### config.mk
export PLATFORM = sky130hd
export DESIGN_NAME = key_press_hold_repeat_detector_top
export DESIGN_NICKNAME = d
export VERILOG_FILES = /design/src/rtl/khrd_pkg.sv /design/src/rtl/khrd_cfg.sv /design/src/rtl/khrd_core.sv /design/src/rtl/khrd_outq.sv /design/src/rtl/key_press_hold_repeat_detector_top.sv
export SDC_FILE = /design/constraint.sdc
export NUM_CORES = 1
export LEC_CHECK = 0
export BUFFER_PORTS_ARGS = -buffer_cell sky130_fd_sc_hd__buf_2
export CAP_MARGIN = 20
export CORE_MARGIN = 4
export CORE_UTILIZATION = 53
export DETAILED_ROUTE_END_ITERATION = 16
export PLACE_DENSITY = 0.75
export SLEW_MARGIN = 40
export SYNTH_ARGS = -nofsm -noshare
export SYNTH_HDL_FRONTEND = slang
export SYNTH_SLANG_ARGS = --single-unit
### constraint.sdc
create_clock -name clk -period 2.4 [get_ports clk]
set_input_delay 0.24 -clock clk [delete_from_list [all_inputs] [get_ports clk]]
set_output_delay 0.24 -clock clk [all_outputs]
set_load 0.03 [all_outputs]
### src/rtl/khrd_pkg.sv
`default_nettype none
package khrd_pkg;

  localparam int TIMER_BITS = 16;
  localparam int CFG_BITS   = 16;
  localparam int IDX_BITS   = 2;

  typedef logic [TIMER_BITS-1:0] timer_t;
  typedef logic [CFG_BITS-1:0]   dur_t;
  typedef logic [1:0]            event_t;
  typedef logic [IDX_BITS-1:0]   cfg_idx_t;

  localparam logic OP_SCAN  = 1'b0;
  localparam logic OP_CHECK = 1'b1;

  localparam event_t EV_NONE   = 2'd0;
  localparam event_t EV_PUSH   = 2'd1;
  localparam event_t EV_HOLD   = 2'd2;
  localparam event_t EV_REPEAT = 2'd3;

  localparam cfg_idx_t REG_PUSH   = 2'd0;
  localparam cfg_idx_t REG_HOLD   = 2'd1;
  localparam cfg_idx_t REG_REPEAT = 2'd2;

  localparam dur_t PUSH_RESET   = 16'd20;
  localparam dur_t HOLD_RESET   = 16'd500;
  localparam dur_t REPEAT_RESET = 16'd100;

  typedef struct packed {
    dur_t push_ticks;
    dur_t hold_ticks;
    dur_t repeat_ticks;
  } cfg_t;

  typedef struct packed {
    logic   event_matched;
    event_t latched_event;
  } res_t;

  // durations wider than the timer clamp to all ones
  function automatic timer_t load_dur(input dur_t d);
    logic [CFG_BITS+TIMER_BITS-1:0] wide;
    logic [CFG_BITS+TIMER_BITS-1:0] cap;
    wide = {{TIMER_BITS{1'b0}}, d};
    cap  = {{CFG_BITS{1'b0}}, {TIMER_BITS{1'b1}}};
    if (wide > cap) begin
      return {TIMER_BITS{1'b1}};
    end
    return wide[TIMER_BITS-1:0];
  endfunction

endpackage
`default_nettype wire

### src/rtl/khrd_cfg.sv
`default_nettype none
module khrd_cfg (
  input  wire logic               clk,
  input  wire logic               rst,
  input  wire logic               cfg_valid,
  output logic                    cfg_ready,
  input  wire khrd_pkg::cfg_idx_t cfg_index,
  input  wire khrd_pkg::dur_t     cfg_data,
  output khrd_pkg::cfg_t          cfg
);
  import khrd_pkg::*;

  assign cfg_ready = 1'b1;

  always_ff @(posedge clk) begin
    if (rst) begin
      cfg.push_ticks   <= PUSH_RESET;
      cfg.hold_ticks   <= HOLD_RESET;
      cfg.repeat_ticks <= REPEAT_RESET;
    end else if (cfg_valid) begin
      unique case (cfg_index)
        REG_PUSH:   cfg.push_ticks   <= cfg_data;
        REG_HOLD:   cfg.hold_ticks   <= cfg_data;
        REG_REPEAT: cfg.repeat_ticks <= cfg_data;
        default: ;  // unmapped index, dropped
      endcase
    end
  end

endmodule
`default_nettype wire

### src/rtl/khrd_core.sv
`default_nettype none
module khrd_core (
  input  wire logic             clk,
  input  wire logic             rst,
  input  wire logic             accept,
  input  wire logic             operation,
  input  wire logic             key_down,
  input  wire khrd_pkg::event_t wanted_event,
  input  wire khrd_pkg::cfg_t   cfg,
  output khrd_pkg::res_t        res
);
  import khrd_pkg::*;

  typedef enum logic [2:0] {
    PH_IDLE   = 3'd0,
    PH_WAIT   = 3'd1,
    PH_PUSH   = 3'd2,
    PH_HOLD   = 3'd3,
    PH_REPEAT = 3'd4
  } phase_t;

  phase_t phase, phase_next;
  timer_t timer, timer_next;
  event_t pending, pending_next;
  logic   matched;
  logic   expired;

  assign expired = (timer == '0);

  always_comb begin
    phase_next   = phase;
    timer_next   = timer;
    pending_next = pending;
    matched      = 1'b0;
    if (accept) begin
      if (operation == OP_SCAN) begin
        // test first, then count down with saturation
        timer_next = expired ? timer : timer - 1'b1;
        unique case (phase)
          PH_WAIT: begin
            if (key_down) begin
              timer_next = load_dur(cfg.push_ticks);
              phase_next = PH_PUSH;
            end
          end
          PH_PUSH: begin
            if (!key_down) begin
              phase_next = PH_IDLE;
            end else if (expired) begin
              timer_next   = load_dur(cfg.hold_ticks);
              pending_next = EV_PUSH;
              phase_next   = PH_HOLD;
            end
          end
          PH_HOLD: begin
            if (!key_down) begin
              phase_next = PH_IDLE;
            end else if (expired) begin
              timer_next   = load_dur(cfg.repeat_ticks);
              pending_next = EV_HOLD;
              phase_next   = PH_REPEAT;
            end
          end
          PH_REPEAT: begin
            if (!key_down) begin
              phase_next = PH_IDLE;
            end else if (expired) begin
              timer_next   = load_dur(cfg.repeat_ticks);
              pending_next = EV_REPEAT;
            end
          end
          default: phase_next = PH_WAIT;
        endcase
      end else if (wanted_event == pending) begin
        pending_next = EV_NONE;
        matched      = 1'b1;
      end
    end
  end

  assign res.event_matched = matched;
  assign res.latched_event = pending_next;

  always_ff @(posedge clk) begin
    if (rst) begin
      phase   <= PH_IDLE;
      timer   <= '0;
      pending <= EV_NONE;
    end else begin
      phase   <= phase_next;
      timer   <= timer_next;
      pending <= pending_next;
    end
  end

endmodule
`default_nettype wire

### src/rtl/khrd_outq.sv
`default_nettype none
module khrd_outq (
  input  wire logic           clk,
  input  wire logic           rst,
  input  wire logic           push,
  input  wire khrd_pkg::res_t push_data,
  output logic                can_push,
  output logic                out_valid,
  input  wire logic           out_ready,
  output khrd_pkg::res_t      out_data
);
  import khrd_pkg::*;

  logic main_valid, skid_valid;
  res_t main_data, skid_data;
  logic pop;

  assign pop       = main_valid && out_ready;
  assign can_push  = !skid_valid;
  assign out_valid = main_valid;
  assign out_data  = main_data;

  always_ff @(posedge clk) begin
    if (rst) begin
      main_valid <= 1'b0;
      skid_valid <= 1'b0;
    end else if (pop) begin
      if (skid_valid) begin
        main_valid <= 1'b1;
        skid_valid <= push;
      end else begin
        main_valid <= push;
      end
    end else if (!main_valid) begin
      main_valid <= push;
    end else if (push) begin
      skid_valid <= 1'b1;
    end
  end

  // payload path, no reset needed
  always_ff @(posedge clk) begin
    if (pop) begin
      if (skid_valid) begin
        main_data <= skid_data;
        if (push) begin
          skid_data <= push_data;
        end
      end else begin
        main_data <= push_data;
      end
    end else if (!main_valid) begin
      main_data <= push_data;
    end else if (push) begin
      skid_data <= push_data;
    end
  end

  a_skid_behind_main: assert property (@(posedge clk) disable iff (rst)
    skid_valid |-> main_valid)
    else $error("skid word held with empty main stage");

  a_stall_keeps_word: assert property (@(posedge clk) disable iff (rst)
    (main_valid && !out_ready) |=> main_valid)
    else $error("word dropped while receiver stalled");

  a_empty_push_lands: assert property (@(posedge clk) disable iff (rst)
    (!main_valid && push) |=> (main_valid && main_data == $past(push_data)))
    else $error("word pushed into empty queue not presented");

  a_no_overflow: assert property (@(posedge clk) disable iff (rst)
    (skid_valid && !pop) |=> (skid_valid && $stable(skid_data)))
    else $error("skid word overwritten");

endmodule
`default_nettype wire

### src/rtl/key_press_hold_repeat_detector_top.sv
// Key press / hold / auto-repeat qualifier.
// Input channel (in_valid/in_ready): operation selects a scan tick, which
// samples key_down and advances the press timer, or a check, which compares
// wanted_event with the latched event and consumes it on a match.
// Output channel (out_valid/out_ready): exactly one word per input word,
// event_matched plus the latched event after the step, in input order.
// Config channel (cfg_valid/cfg_ready, always ready): cfg_index 0..2 picks
// push, hold or repeat ticks; other indexes are ignored. Write only while idle.
// Each result is registered in the output buffer as its input is accepted.
// Throughput: one word per cycle while in_ready is high; the state update
// is combinational from accepted word to phase, timer and event registers.
// A two-word output buffer lets input keep flowing for one word while the
// receiver stalls; in_ready drops only when both words are held.
// Reset (rst, synchronous): phase idle, timer zero, no event latched,
// registers back to 20 / 500 / 100 ticks, output buffer empty.
`default_nettype none
module key_press_hold_repeat_detector_top (
  input  wire logic               clk,
  input  wire logic               rst,
  input  wire logic               in_valid,
  output logic                    in_ready,
  input  wire logic               operation,
  input  wire logic               key_down,
  input  wire khrd_pkg::event_t   wanted_event,
  output logic                    out_valid,
  input  wire logic               out_ready,
  output logic                    event_matched,
  output khrd_pkg::event_t        latched_event,
  input  wire logic               cfg_valid,
  output logic                    cfg_ready,
  input  wire khrd_pkg::cfg_idx_t cfg_index,
  input  wire khrd_pkg::dur_t     cfg_data
);
  import khrd_pkg::*;

  cfg_t cfg;
  res_t res;
  res_t out_data;
  logic accept;

  assign accept = in_valid && in_ready;

  khrd_cfg u_cfg (
    .clk       (clk),
    .rst       (rst),
    .cfg_valid (cfg_valid),
    .cfg_ready (cfg_ready),
    .cfg_index (cfg_index),
    .cfg_data  (cfg_data),
    .cfg       (cfg)
  );

  khrd_core u_core (
    .clk          (clk),
    .rst          (rst),
    .accept       (accept),
    .operation    (operation),
    .key_down     (key_down),
    .wanted_event (wanted_event),
    .cfg          (cfg),
    .res          (res)
  );

  khrd_outq u_outq (
    .clk       (clk),
    .rst       (rst),
    .push      (accept),
    .push_data (res),
    .can_push  (in_ready),
    .out_valid (out_valid),
    .out_ready (out_ready),
    .out_data  (out_data)
  );

  assign event_matched = out_data.event_matched;
  assign latched_event = out_data.latched_event;

endmodule
`default_nettype wire

==> metrics.csv, run 1 <==
stage,metric,value,unit
outcome,run_status,"finished, final reports clean",
placement,place_inst,586,
clocking,cts_made_buffers,9,
worst_setup_path,regToRegStartpoint,u_core.timer[0]$_SDFFE_PP0P_,
clocking,cts_setup_buffers,0,
floorplanning,start_util,54.8,%
grt,grt_max_degree,51,
routing,route.top_layer_used,met4,
synthesis,yosysWarnings,0,
job,maxCapViolCount,0,
min_path,whs_path_depth,2,
clocking,clkTransAtPathRegs,0.08,ns
worst_setup_path,crit_path_end_kind,register,
clocking,cts_buffer_depth,2,
floorplanning,die-area,0.00842,mm2
synthesis,async_flop_share,0,%
placement,post-place-ws,0.0721,ns
routing,wl_met3,659,um
worst_setup_path,r2r-end,u_core.timer[15]$_SDFFE_PP0P_,
clocking,clkSinkCount,77,
min_path,hp-class,primary input to register,
timing,tightest_slew,0.776,ns
min_path,hold-path-endpoint,u_outq.skid_valid$_SDFFE_PP0P_,
worst_setup_path,critPathSlowestCell,dfxtp_1,
floorplanning,ios,33,
synthesis,synthCells,472,
synthesis,synthTopCellsByArea,"dfxtp_1 (38%), nand2_1 (13%), a21oi_1 (7.5%), edfxtp_1 (4.8%), clkbuf_1 (2.7%)",
routing,drt-initial-drc-count,282,
timing,slew_viol_final,0,
timing,rsz0062_at_grt,no,
placement,gp_congestion,0.919,
synthesis,yosysTopAreaCellShare,38.2,%
grt,grt_overflow_total,0,
clocking,clock_latency,0.35,ns
cells_and_area,diodes,0,
routing,wl_met2,4450,um
worst_setup_path,reg2reg_depth,8,
floorplanning,core,0.00679,mm2
timing,finalCritPeriodShare,93.9,%
placement,io_buffers,31,
synthesis,synth_common_cells,"nand2_1 (125), dfxtp_1 (71), a21oi_1 (56)",
synthesis,syn-num-nets,501,
timing,layout_setup_ws,0.147,ns
synthesis,ys_types,63,
worst_setup_path,path_depth,8,
pwr,clkPwrFrac,35.4,%
clocking,htree_levels,3,
floorplanning,die_x,91.8,um
pwr,p_per_area,722,mW/mm2
worst_setup_path,max_stage_delay,0.41,ns
timing,fin_setup_tns,0,ns
pwr,leakagePower,1.67,nW
synthesis,yosysSeqAreaShare,43.1,%
pwr,p_comb_share,19.0,%
timing,period_needed,2.25,ns
floorplanning,die_height,91.8,um
synthesis,synth_edf_count,6,
worst_setup_path,reg2reg_slack,0.15,ns
grt,grt_antenna_before_repair,0,
routing,drcViolationCount,0,
timing,timing.fmax,444,MHz
worst_setup_path,timing.critical_path.buf_inv,1,
cells_and_area,fin_nets,530,
pwr,switching_power,0.893,mW
min_path,worstHoldStart,out_ready,
grt,track_usage,23.5,%
routing,wl_per_cell,15.9,um
clocking,clockRootBuffer,clkbuf_8,
routing,detail_route.first_pass.iterations,5,
cells_and_area,fin_cells,602,
grt,grt_pass1_vias,3351,
cells_and_area,layout-drive-gt1-share,16.8,%
timing,holdWs,0.0943,ns
pwr,power,3.07,mW
placement,dp_hpwl,6640,um
synthesis,synthesis.area,0.00372,mm2
pwr,intPower,2.18,mW
floorplanning,rows,30,
synthesis,yosysTopAreaCell,dfxtp_1,
worst_setup_path,critPathRequiredTime,2.65,ns
timing,max_slew_margin,48.2,%
pwr,vdd_drop_max,414,uV
pwr,power_frac_seq,45.6,%
worst_setup_path,cpLargestDelayFamily,compound AO/OA/AOI/OAI gates,
timing,skew,0.00656,ns
cells_and_area,syn_to_final_growth,14.4,%
worst_setup_path,critPathKind,register to register,
synthesis,synthFlopType,dfxtp_1,
timing,setup_viol,0,
routing,m1WireLength,4250,um
synthesis,yosysMostFrequentCell,nand2_1,
worst_setup_path,start_kind,register,
routing,ant_nets,0,
timing,finalHoldViolCount,0,
worst_setup_path,crit_chain,inv_1 -> ha_1 -> nor3b_2 -> and4_4 -> and2_2 -> a221o_1 -> a21o_1 -> a32o_1,
routing,vias,3524,
routing,routed_via_density,5.85,
pwr,swShare,29.0,%
synthesis,syn_area_per_cell,7.88,um2
routing,drt-total-wl,9590,um
clocking,cts_tree,done,
grt,grt_pass1_wl,16000,um
synthesis,ys_ff_latch,77,
worst_setup_path,worst-path-max-fanout,9,
worst_setup_path,arrival,2.50,ns
[what timing repair did]
item | 4_1_cts | 5_1_grt
resized for setup | 0 | 5
setup endpoints to repair | 0 | 18
hold buffers | 0 | 0
[cells by family (layout without fill, tap and decap cells)]
family                     Yosys count  after routing  synth area share, %
xor gates and xnor gates             3              3                0.706
DFF                                 77             77                 43.1
AOI/OAI and AO/OA                  130            130                 22.7
adders and majority gates            2              2                0.673
and+or+nand+nor                    211            211                 26.8
buffers and inverters               45             79                 5.08
other                                1              1                0.101
muxes                                3              3                0.841
[worst max path at each step]
stage,start,to,slack (ns)
after floorplan,u_core.timer[0]$_SDFFE_PP0P_,u_outq.out_data[0]$_DFFE_PP_,0.13
after global placement,u_core.timer[0]$_SDFFE_PP0P_,u_core.timer[15]$_SDFFE_PP0P_,0.19
after detailed placement,u_core.timer[0]$_SDFFE_PP0P_,u_core.timer[6]$_SDFFE_PP0P_,0.07
after CTS,u_core.timer[0]$_SDFFE_PP0P_,u_core.timer[6]$_SDFFE_PP0P_,0.03
after global routing,u_core.timer[0]$_SDFFE_PP0P_,u_core.timer[15]$_SDFFE_PP0P_,0.04
final,u_core.timer[0]$_SDFFE_PP0P_,u_core.timer[15]$_SDFFE_PP0P_,0.15
[layer usage]
layer / track usage (%) / up-vias
met5: 0 / -
met4: 10.6 / 0
met3: 3.45 / 22
met2: 36.8 / 158
met1: 32.0 / 1607
li1: - / 1737
[power groups by stage]
stage	registers (mW)	logic, mW	clock network [mW]
3_5_place_dp	1.43	0.564	0
2_1_floorplan	1.43	0.374	0
4_1_cts	1.40	0.569	1.10
3_3_place_gp	1.43	0.555	0
6_report	1.40	0.585	1.09
5_1_grt	1.41	0.642	1.16
[cell usage in the layout, fill, tap and decap left out, types with 7 or more instances in the layout]
cell type,instances
a21oi_1,56
buf_2,31
buf_4,21
nor3_1,7
clkbuf_8,9
nand2_1,125
o21ai_0,19
nand3_1,17
nor2_1,16
a32o_1,8
inv_1,11
dfxtp_1,71
[per-stage QoR]
step	utilization [%]	cell area, um2
2_1_floorplan	-	3720
3_3_place_gp	59.1	4020
3_5_place_dp	59.1	4020
4_1_cts	62.4	4240
5_1_grt	62.7	4260
6_report	62.7	4260
[layout make-up]
| cell class | count | area (um2) |
|---|---|---|
| repair buffers | 52 | 313 |
| well taps | 96 | 120 |
| fillers | 600 | 2540 |
| multi-input cells | 350 | 1960 |
| inverters | 11 | 41.3 |
| flip-flops and latches | 77 | 1600 |
| clock inverters | 7 | 96.3 |
| clock buffers | 9 | 124 |
[registers in the layout (all words and copies together) (netlist names)]
signal	flops
u_cfg.cfg	48
u_outq.out_data	3
u_outq.skid_data	3
u_outq.out_valid	1
u_core.pending	2
u_outq.skid_valid	1
u_core.timer	16
u_core.phase	3
Power figures use the tool's default switching activity.
==> run 2: changes to the inputs <==
- CORE_MARGIN: 4 -> not set
- REMOVE_ABC_BUFFERS: not set -> 1
==> run 2 against run 1 <==
Compared with the run above:
- sequential power about the same
- maximum frequency down 2.6%
- register-to-register slack worse by 0.06 ns
- die area down 13%
- critical path depth unchanged
- non-clock buffer count unchanged
- hold slack worse by 0.0060 ns
- final cell count unchanged
- critical endpoint unchanged
- highest routed layer unchanged
==> metrics.csv, run 2 (synthesis results as in run 1) <==
stage,metric,value,unit,change
outcome,run_status,"finished, final reports clean",,
worst_setup_path,arrival,2.57,ns,+0.07 ns
grt,grt_antenna_before_repair,0,,unchanged
timing,rsz0062_at_grt,yes,,
clocking,clock_latency,0.36,ns,about the same
timing,finalCritPeriodShare,96.4,%,+2.5 points
worst_setup_path,critPathSlowestCell,dfxtp_1,,
timing,tightest_slew,0.805,ns,+0.0287 ns
clocking,cts_tree,done,,
floorplanning,rows,30,,unchanged
cells_and_area,reg_top3,"u_cfg.cfg (48), u_core.timer (16)",,
routing,drt-total-wl,9770,um,+1.9%
routing,drcViolationCount,0,,unchanged
floorplanning,core,0.00679,mm2,unchanged
grt,grt_pass1_vias,3298,,-1.6%
cells_and_area,post-route-util,62.2,%,-0.44 points
pwr,p_comb_share,18.7,%,-0.3 points
placement,dp_hpwl,6680,um,+0.62%
clocking,hold_buffers,0,,unchanged
cells_and_area,layout_common_cells,"nand2_1 (125), dfxtp_1 (71), a21oi_1 (56)",,
clocking,cts_made_buffers,9,,unchanged
worst_setup_path,critPathRequiredTime,2.65,ns,about the same
routing,detail_route.first_pass.iterations,5,,unchanged
floorplanning,die_height,85.8,um,-6.5%
cells_and_area,fin_nets,530,,unchanged
cells_and_area,diodes,0,,unchanged
worst_setup_path,regToRegStartpoint,u_core.timer[0]$_SDFFE_PP0P_,,
cells_and_area,regMostFlops,u_cfg.cfg,,
min_path,hp-class,primary input to register,,
routing,drt-initial-drc-count,363,,+29%
timing,slew_viol_final,0,,unchanged
timing,finalHoldViolCount,0,,unchanged
cells_and_area,final_common_cell,nand2_1,,
placement,gp_congestion,0.959,,+4.4%
worst_setup_path,max_stage_delay,0.40,ns,about the same
worst_setup_path,crit_chain,inv_1 -> ha_1 -> nor3b_1 -> and4_2 -> and2_2 -> a221o_1 -> a21o_1 -> a32o_1,,
worst_setup_path,critPathKind,register to register,,
cells_and_area,syn_to_final_growth,13.6,%,
worst_setup_path,r2r-end,u_core.timer[15]$_SDFFE_PP0P_,,
routing,vias,3661,,+3.9%
timing,max_slew_margin,46.2,%,-2.0 points
clocking,clockRootBuffer,clkbuf_8,,
floorplanning,die_x,85.8,um,-6.5%
worst_setup_path,reg2reg_slack,0.09,ns,-0.06 ns
floorplanning,die-area,0.00736,mm2,-13%
min_path,hold-path-endpoint,u_outq.skid_valid$_SDFFE_PP0P_,,
placement,io_buffers,31,,unchanged
min_path,worstHoldStart,out_ready,,
floorplanning,start_util,54.8,%,unchanged
clocking,cts_buffer_depth,2,,unchanged
pwr,p_per_area,712,mW/mm2,-1.4%
pwr,leakagePower,1.65,nW,-1.5%
min_path,whs_path_depth,2,,unchanged
worst_setup_path,reg2reg_depth,8,,unchanged
timing,skew,0.00807,ns,+0.00151 ns
routing,wl_per_cell,16.2,um,+1.9%
timing,holdWs,0.0883,ns,-0.00599 ns
worst_setup_path,crit_path_end_kind,register,,
timing,fin_setup_tns,0,ns,unchanged
timing,layout_setup_ws,0.0876,ns,-0.0591 ns
cells_and_area,fill_cells,599,,-0.17%
worst_setup_path,worst-path-max-fanout,11,,+2
pwr,vdd_drop_max,427,uV,+3.2%
routing,ant_nets,0,,unchanged
pwr,power_frac_seq,46.6,%,+1.0 points
pwr,switching_power,0.883,mW,-1.1%
pwr,clkPwrFrac,34.7,%,-0.7 points
clocking,clkSinkCount,77,,unchanged
grt,grt_max_degree,32,,-37%
floorplanning,ios,33,,unchanged
clocking,clkTransAtPathRegs,0.08,ns,about the same
grt,grt_pass1_wl,16000,um,+0.13%
grt,track_usage,28.2,%,+4.7 points
worst_setup_path,start_kind,register,,
pwr,intPower,2.13,mW,-2.4%
timing,period_needed,2.31,ns,+0.0591 ns
timing,timing.fmax,432,MHz,-2.6%
grt,grt_overflow_total,0,,unchanged
cells_and_area,largest_register_ffs,48,,unchanged
placement,post-place-ws,0.117,ns,+0.0445 ns
pwr,swShare,29.3,%,+0.28 points
cells_and_area,layout-drive-gt1-share,16.4,%,-0.40 points
clocking,htree_levels,3,,unchanged
timing,setup_viol,0,,unchanged
placement,placed_area,0.00402,mm2,unchanged
routing,routed_via_density,6.08,,+3.9%
cells_and_area,stdcell_area,0.00423,mm2,-0.71%
job,maxCapViolCount,0,,unchanged
run 2: layout make-up:
| cell class | count | area [um2] | area share, % |
|---|---|---|---|
| multi-input cells | 350 | 1940 | 46.0 |
| clock inverters | 5 | 55.1 | 1.30 |
| inverters | 11 | 41.3 | 0.977 |
| flip-flops and latches | 77 | 1600 | 37.9 |
| well taps | 96 | 120 | 2.84 |
| clock buffers | 11 | 153 | 3.61 |
| repair buffers | 52 | 313 | 7.40 |
run 2: what timing repair did:
| action | CTS | global route |
|---|---|---|
| resized for setup | 0 | 2 |
| setup buffers | 0 | 0 |
| endpoints found under the setup margin | 0 | 7 |
run 2: worst max-delay path by stage:
| stage | startpoint | slack (ns) | cells after the start | endpoint |
|---|---|---|---|---|
| after floorplan | u_core.timer[0]$_SDFFE_PP0P_ | -0.1 | 8 | u_outq.out_data[0]$_DFFE_PP_ |
| after detailed placement | u_core.timer[0]$_SDFFE_PP0P_ | 0.12 | 8 | u_core.timer[15]$_SDFFE_PP0P_ |
| after CTS | u_core.timer[0]$_SDFFE_PP0P_ | 0.09 | 8 | u_core.timer[15]$_SDFFE_PP0P_ |
| after global routing | u_core.timer[0]$_SDFFE_PP0P_ | -0.009 | 8 | u_outq.out_data[0]$_DFFE_PP_ |
| after global placement | u_core.timer[0]$_SDFFE_PP0P_ | 0.19 | 8 | u_core.timer[15]$_SDFFE_PP0P_ |
| final | u_core.timer[0]$_SDFFE_PP0P_ | 0.09 | 8 | u_core.timer[15]$_SDFFE_PP0P_ |
run 2: stage by stage:
step	total power, mW	std cells
finish	3.01	602
global route	3.13	602
CTS	3.00	602
detailed placement	1.98	586
global placement	1.97	586
floorplan	1.77	438
run 2: power by group through the flow:
stage / combinational, mW / sequential (mW) / clock [mW]
floorplan: 0.330 / 1.44 / 0
global placement: 0.543 / 1.43 / 0
detailed placement: 0.548 / 1.43 / 0
CTS: 0.553 / 1.40 / 1.05
global route: 0.626 / 1.41 / 1.09
finish: 0.563 / 1.40 / 1.04
run 2: layer usage:
| layer | up-vias | GRT usage (%) | share of wire [%] |
|---|---|---|---|
| li1 | 1732 | - | - |
| met4 | 0 | 12.4 | 2.5 |
| met5 | - | 0 | 0 |
| met1 | 1740 | 37.7 | 43 |
| met2 | 163 | 44.1 | 46 |
| met3 | 26 | 5.97 | 8.5 |
run 2: critical path, delay by kind of cell, from the launching register on:
kind            cells  cell delay [ns]
fa+ha+maj           1             0.22
buf+inv             1             0.10
simple gates        3             0.74
compound gates      3             0.74
flops               1             0.40
==> run 3: changes to the inputs <==
- CORE_UTILIZATION: 53 -> 59
- PLACE_DENSITY: 0.75 -> 0.79
- clock period: 2.4 -> 2.3 ns (I/O delays scaled with it)
==> run 3 against run 2 <==
Compared with the run above:
- sequential power rose by 5%
- critical endpoint is now u_core.timer[13]$_SDFFE_PP0P_
- cell area rose by 1.8%
- critical path depth fell by 2
- critical path type unchanged
- highest routed layer unchanged
==> metrics.csv, run 3 (synthesis results as in run 1) <==
stage,metric,value,unit,change
placement,placed_area,0.00401,mm2,about the same
routing,vias,3652,,-0.25%
worst_setup_path,critPathKind,register to register,,
worst_setup_path,crit_path_end_kind,register,,
worst_setup_path,reg2reg_depth,6,,-2
timing,skew,0.00699,ns,-0.00108 ns
timing,layout_setup_ws,0.101,ns,+0.0131 ns
routing,drcViolationCount,0,,unchanged
routing,drt-initial-drc-count,236,,-35%
cells_and_area,layout_common_cells,"nand2_1 (125), dfxtp_1 (70), a21oi_1 (55)",,
cells_and_area,diodes,0,,unchanged
routing,wl_per_cell,17.1,um,+5.2%
clocking,clock_latency,0.36,ns,about the same
outcome,run_status,"finished, final reports clean",,
grt,grt_pass1_wl,16200,um,+1.2%
timing,finalCritPeriodShare,95.6,%,-0.73 points
cells_and_area,stdcell_area,0.00430,mm2,+1.8%
clocking,clkTransAtPathRegs,0.08,ns,about the same
routing,detail_route.first_pass.iterations,5,,unchanged
floorplanning,start_util,62.1,%,+7.3 points
timing,setup_viol,0,,unchanged
timing,timing.fmax,455,MHz,+5.1%
routing,ant_nets,0,,unchanged
clocking,cts_made_buffers,9,,unchanged
floorplanning,die_height,81.4,um,-5.1%
worst_setup_path,critPathSlowestCell,or4_4,,
placement,io_buffers,31,,unchanged
pwr,vdd_drop_max,540,uV,+26%
timing,fin_setup_tns,0,ns,unchanged
worst_setup_path,regToRegStartpoint,u_core.timer[2]$_SDFFE_PP0P_,,
cells_and_area,fill_cells,485,,-19%
floorplanning,die-area,0.00663,mm2,-9.9%
cells_and_area,largest_register_ffs,48,,unchanged
cells_and_area,fin_nets,533,,+0.57%
pwr,leakagePower,1.70,nW,+2.9%
clocking,clockRootBuffer,clkbuf_8,,
floorplanning,core,0.00599,mm2,-12%
timing,max_slew_margin,48.5,%,+2.3 points
clocking,cts_tree,done,,
floorplanning,die_x,81.4,um,-5.1%
min_path,whs_path_depth,2,,unchanged
grt,grt_pass1_vias,3428,,+3.9%
job,maxCapViolCount,0,,unchanged
worst_setup_path,crit_chain,or4_4 -> nor4_4 -> nand3_2 -> or3_1 -> a21o_1 -> a32o_1,,
timing,holdWs,0.0866,ns,-0.00172 ns
worst_setup_path,max_stage_delay,0.56,ns,+0.16 ns
timing,tightest_slew,0.771,ns,-0.0337 ns
floorplanning,rows,28,,-6.7%
cells_and_area,reg_top3,"u_cfg.cfg (48), u_core.timer (16)",,
timing,slew_viol_final,0,,unchanged
placement,dp_hpwl,6680,um,about the same
placement,gp_congestion,0.945,,-1.4%
timing,period_needed,2.20,ns,-0.113 ns
worst_setup_path,start_kind,register,,
clocking,htree_levels,3,,unchanged
cells_and_area,layout-drive-gt1-share,17.9,%,+1.5 points
grt,grt_antenna_before_repair,0,,unchanged
timing,finalHoldViolCount,0,,unchanged
worst_setup_path,reg2reg_slack,0.10,ns,about the same
worst_setup_path,critPathLaunch,u_core.timer[2]$_SDFFE_PP0P_,,
clocking,cts_buffer_depth,2,,unchanged
worst_setup_path,worst-path-max-fanout,6,,-5
cells_and_area,regMostFlops,u_cfg.cfg,,
grt,track_usage,32.7,%,+4.5 points
cells_and_area,seqCellArea,0.00160,mm2,about the same
pwr,p_per_area,791,mW/mm2,+11%
floorplanning,ios,33,,unchanged
routing,routed_via_density,6.25,,+2.8%
min_path,hp-class,primary input to register,,
routing,drt-total-wl,9960,um,+2.0%
clocking,cts_setup_buffers,0,,unchanged
clocking,clkSinkCount,77,,unchanged
min_path,worstHoldStart,out_ready,,
cells_and_area,final_common_cell,nand2_1,,
worst_setup_path,critPathRequiredTime,2.55,ns,-0.10 ns
cells_and_area,multi_input_area,0.00196,mm2,+1.0%
placement,post-place-ws,0.146,ns,+0.0292 ns
worst_setup_path,arrival,2.45,ns,-0.12 ns
grt,grt_max_degree,51,,+59%
grt,grt_overflow_total,0,,unchanged
cells_and_area,syn_to_final_growth,15.6,%,
[run 3: path summary, 6_finish.rpt]
kind	to
worst max register to register	u_core.timer[13]$_SDFFE_PP0P_
worst min-delay path	u_outq.skid_valid$_SDFFE_PP0P_
worst max-delay path	u_core.timer[13]$_SDFFE_PP0P_
worst min register to register	u_cfg.cfg[41]$_SDFFE_PP0P_
[run 3: metrics by stage]
step                      util, %  power (mW)  instances
after floorplan                 -        1.84        438
after global placement       67.0        2.07        568
after detailed placement     67.0        2.08        568
after CTS                    71.4        3.38        584
after global routing         71.8        3.52        584
final                        71.8        3.40        584
[run 3: per-layer routing]
metal / track usage (%) / part of all wire (%) / vias up
met5: 0 / 0 / -
met4: 14.5 / 2.5 / 0
met3: 5.62 / 6.7 / 27
met2: 52.8 / 46 / 161
met1: 42.4 / 45 / 1725
li1: - / - / 1739
[run 3: layout make-up]
type,instances,area share [%]
multi-input combinational,350,45.6
sequential,77,37.3
clock inverter,6,2.71
timing repair buffer,55,7.80
tap,75,2.18
inverter,11,0.960
clock buffer,10,3.46
[run 3: power breakdown]
part	switching [mW]	total [mW]	leakage (nW)	internal (mW)
clock network	0.536	1.33	0.132	0.794
registers	0.0546	1.47	0.639	1.41
logic	0.355	0.608	0.926	0.253
[run 3: timing repair]
action                     CTS  global route
resized for setup            0             6
hold buffers                 0             0
setup endpoints to repair    0            10
[run 3: worst max-delay path: cells and delay by family (launching register included)]
family           cells  cell delay (ns)
flip-flops           1             0.36
AO/OA/AOI/OAI        2             0.46
AND/OR/NAND/NOR      4             1.26
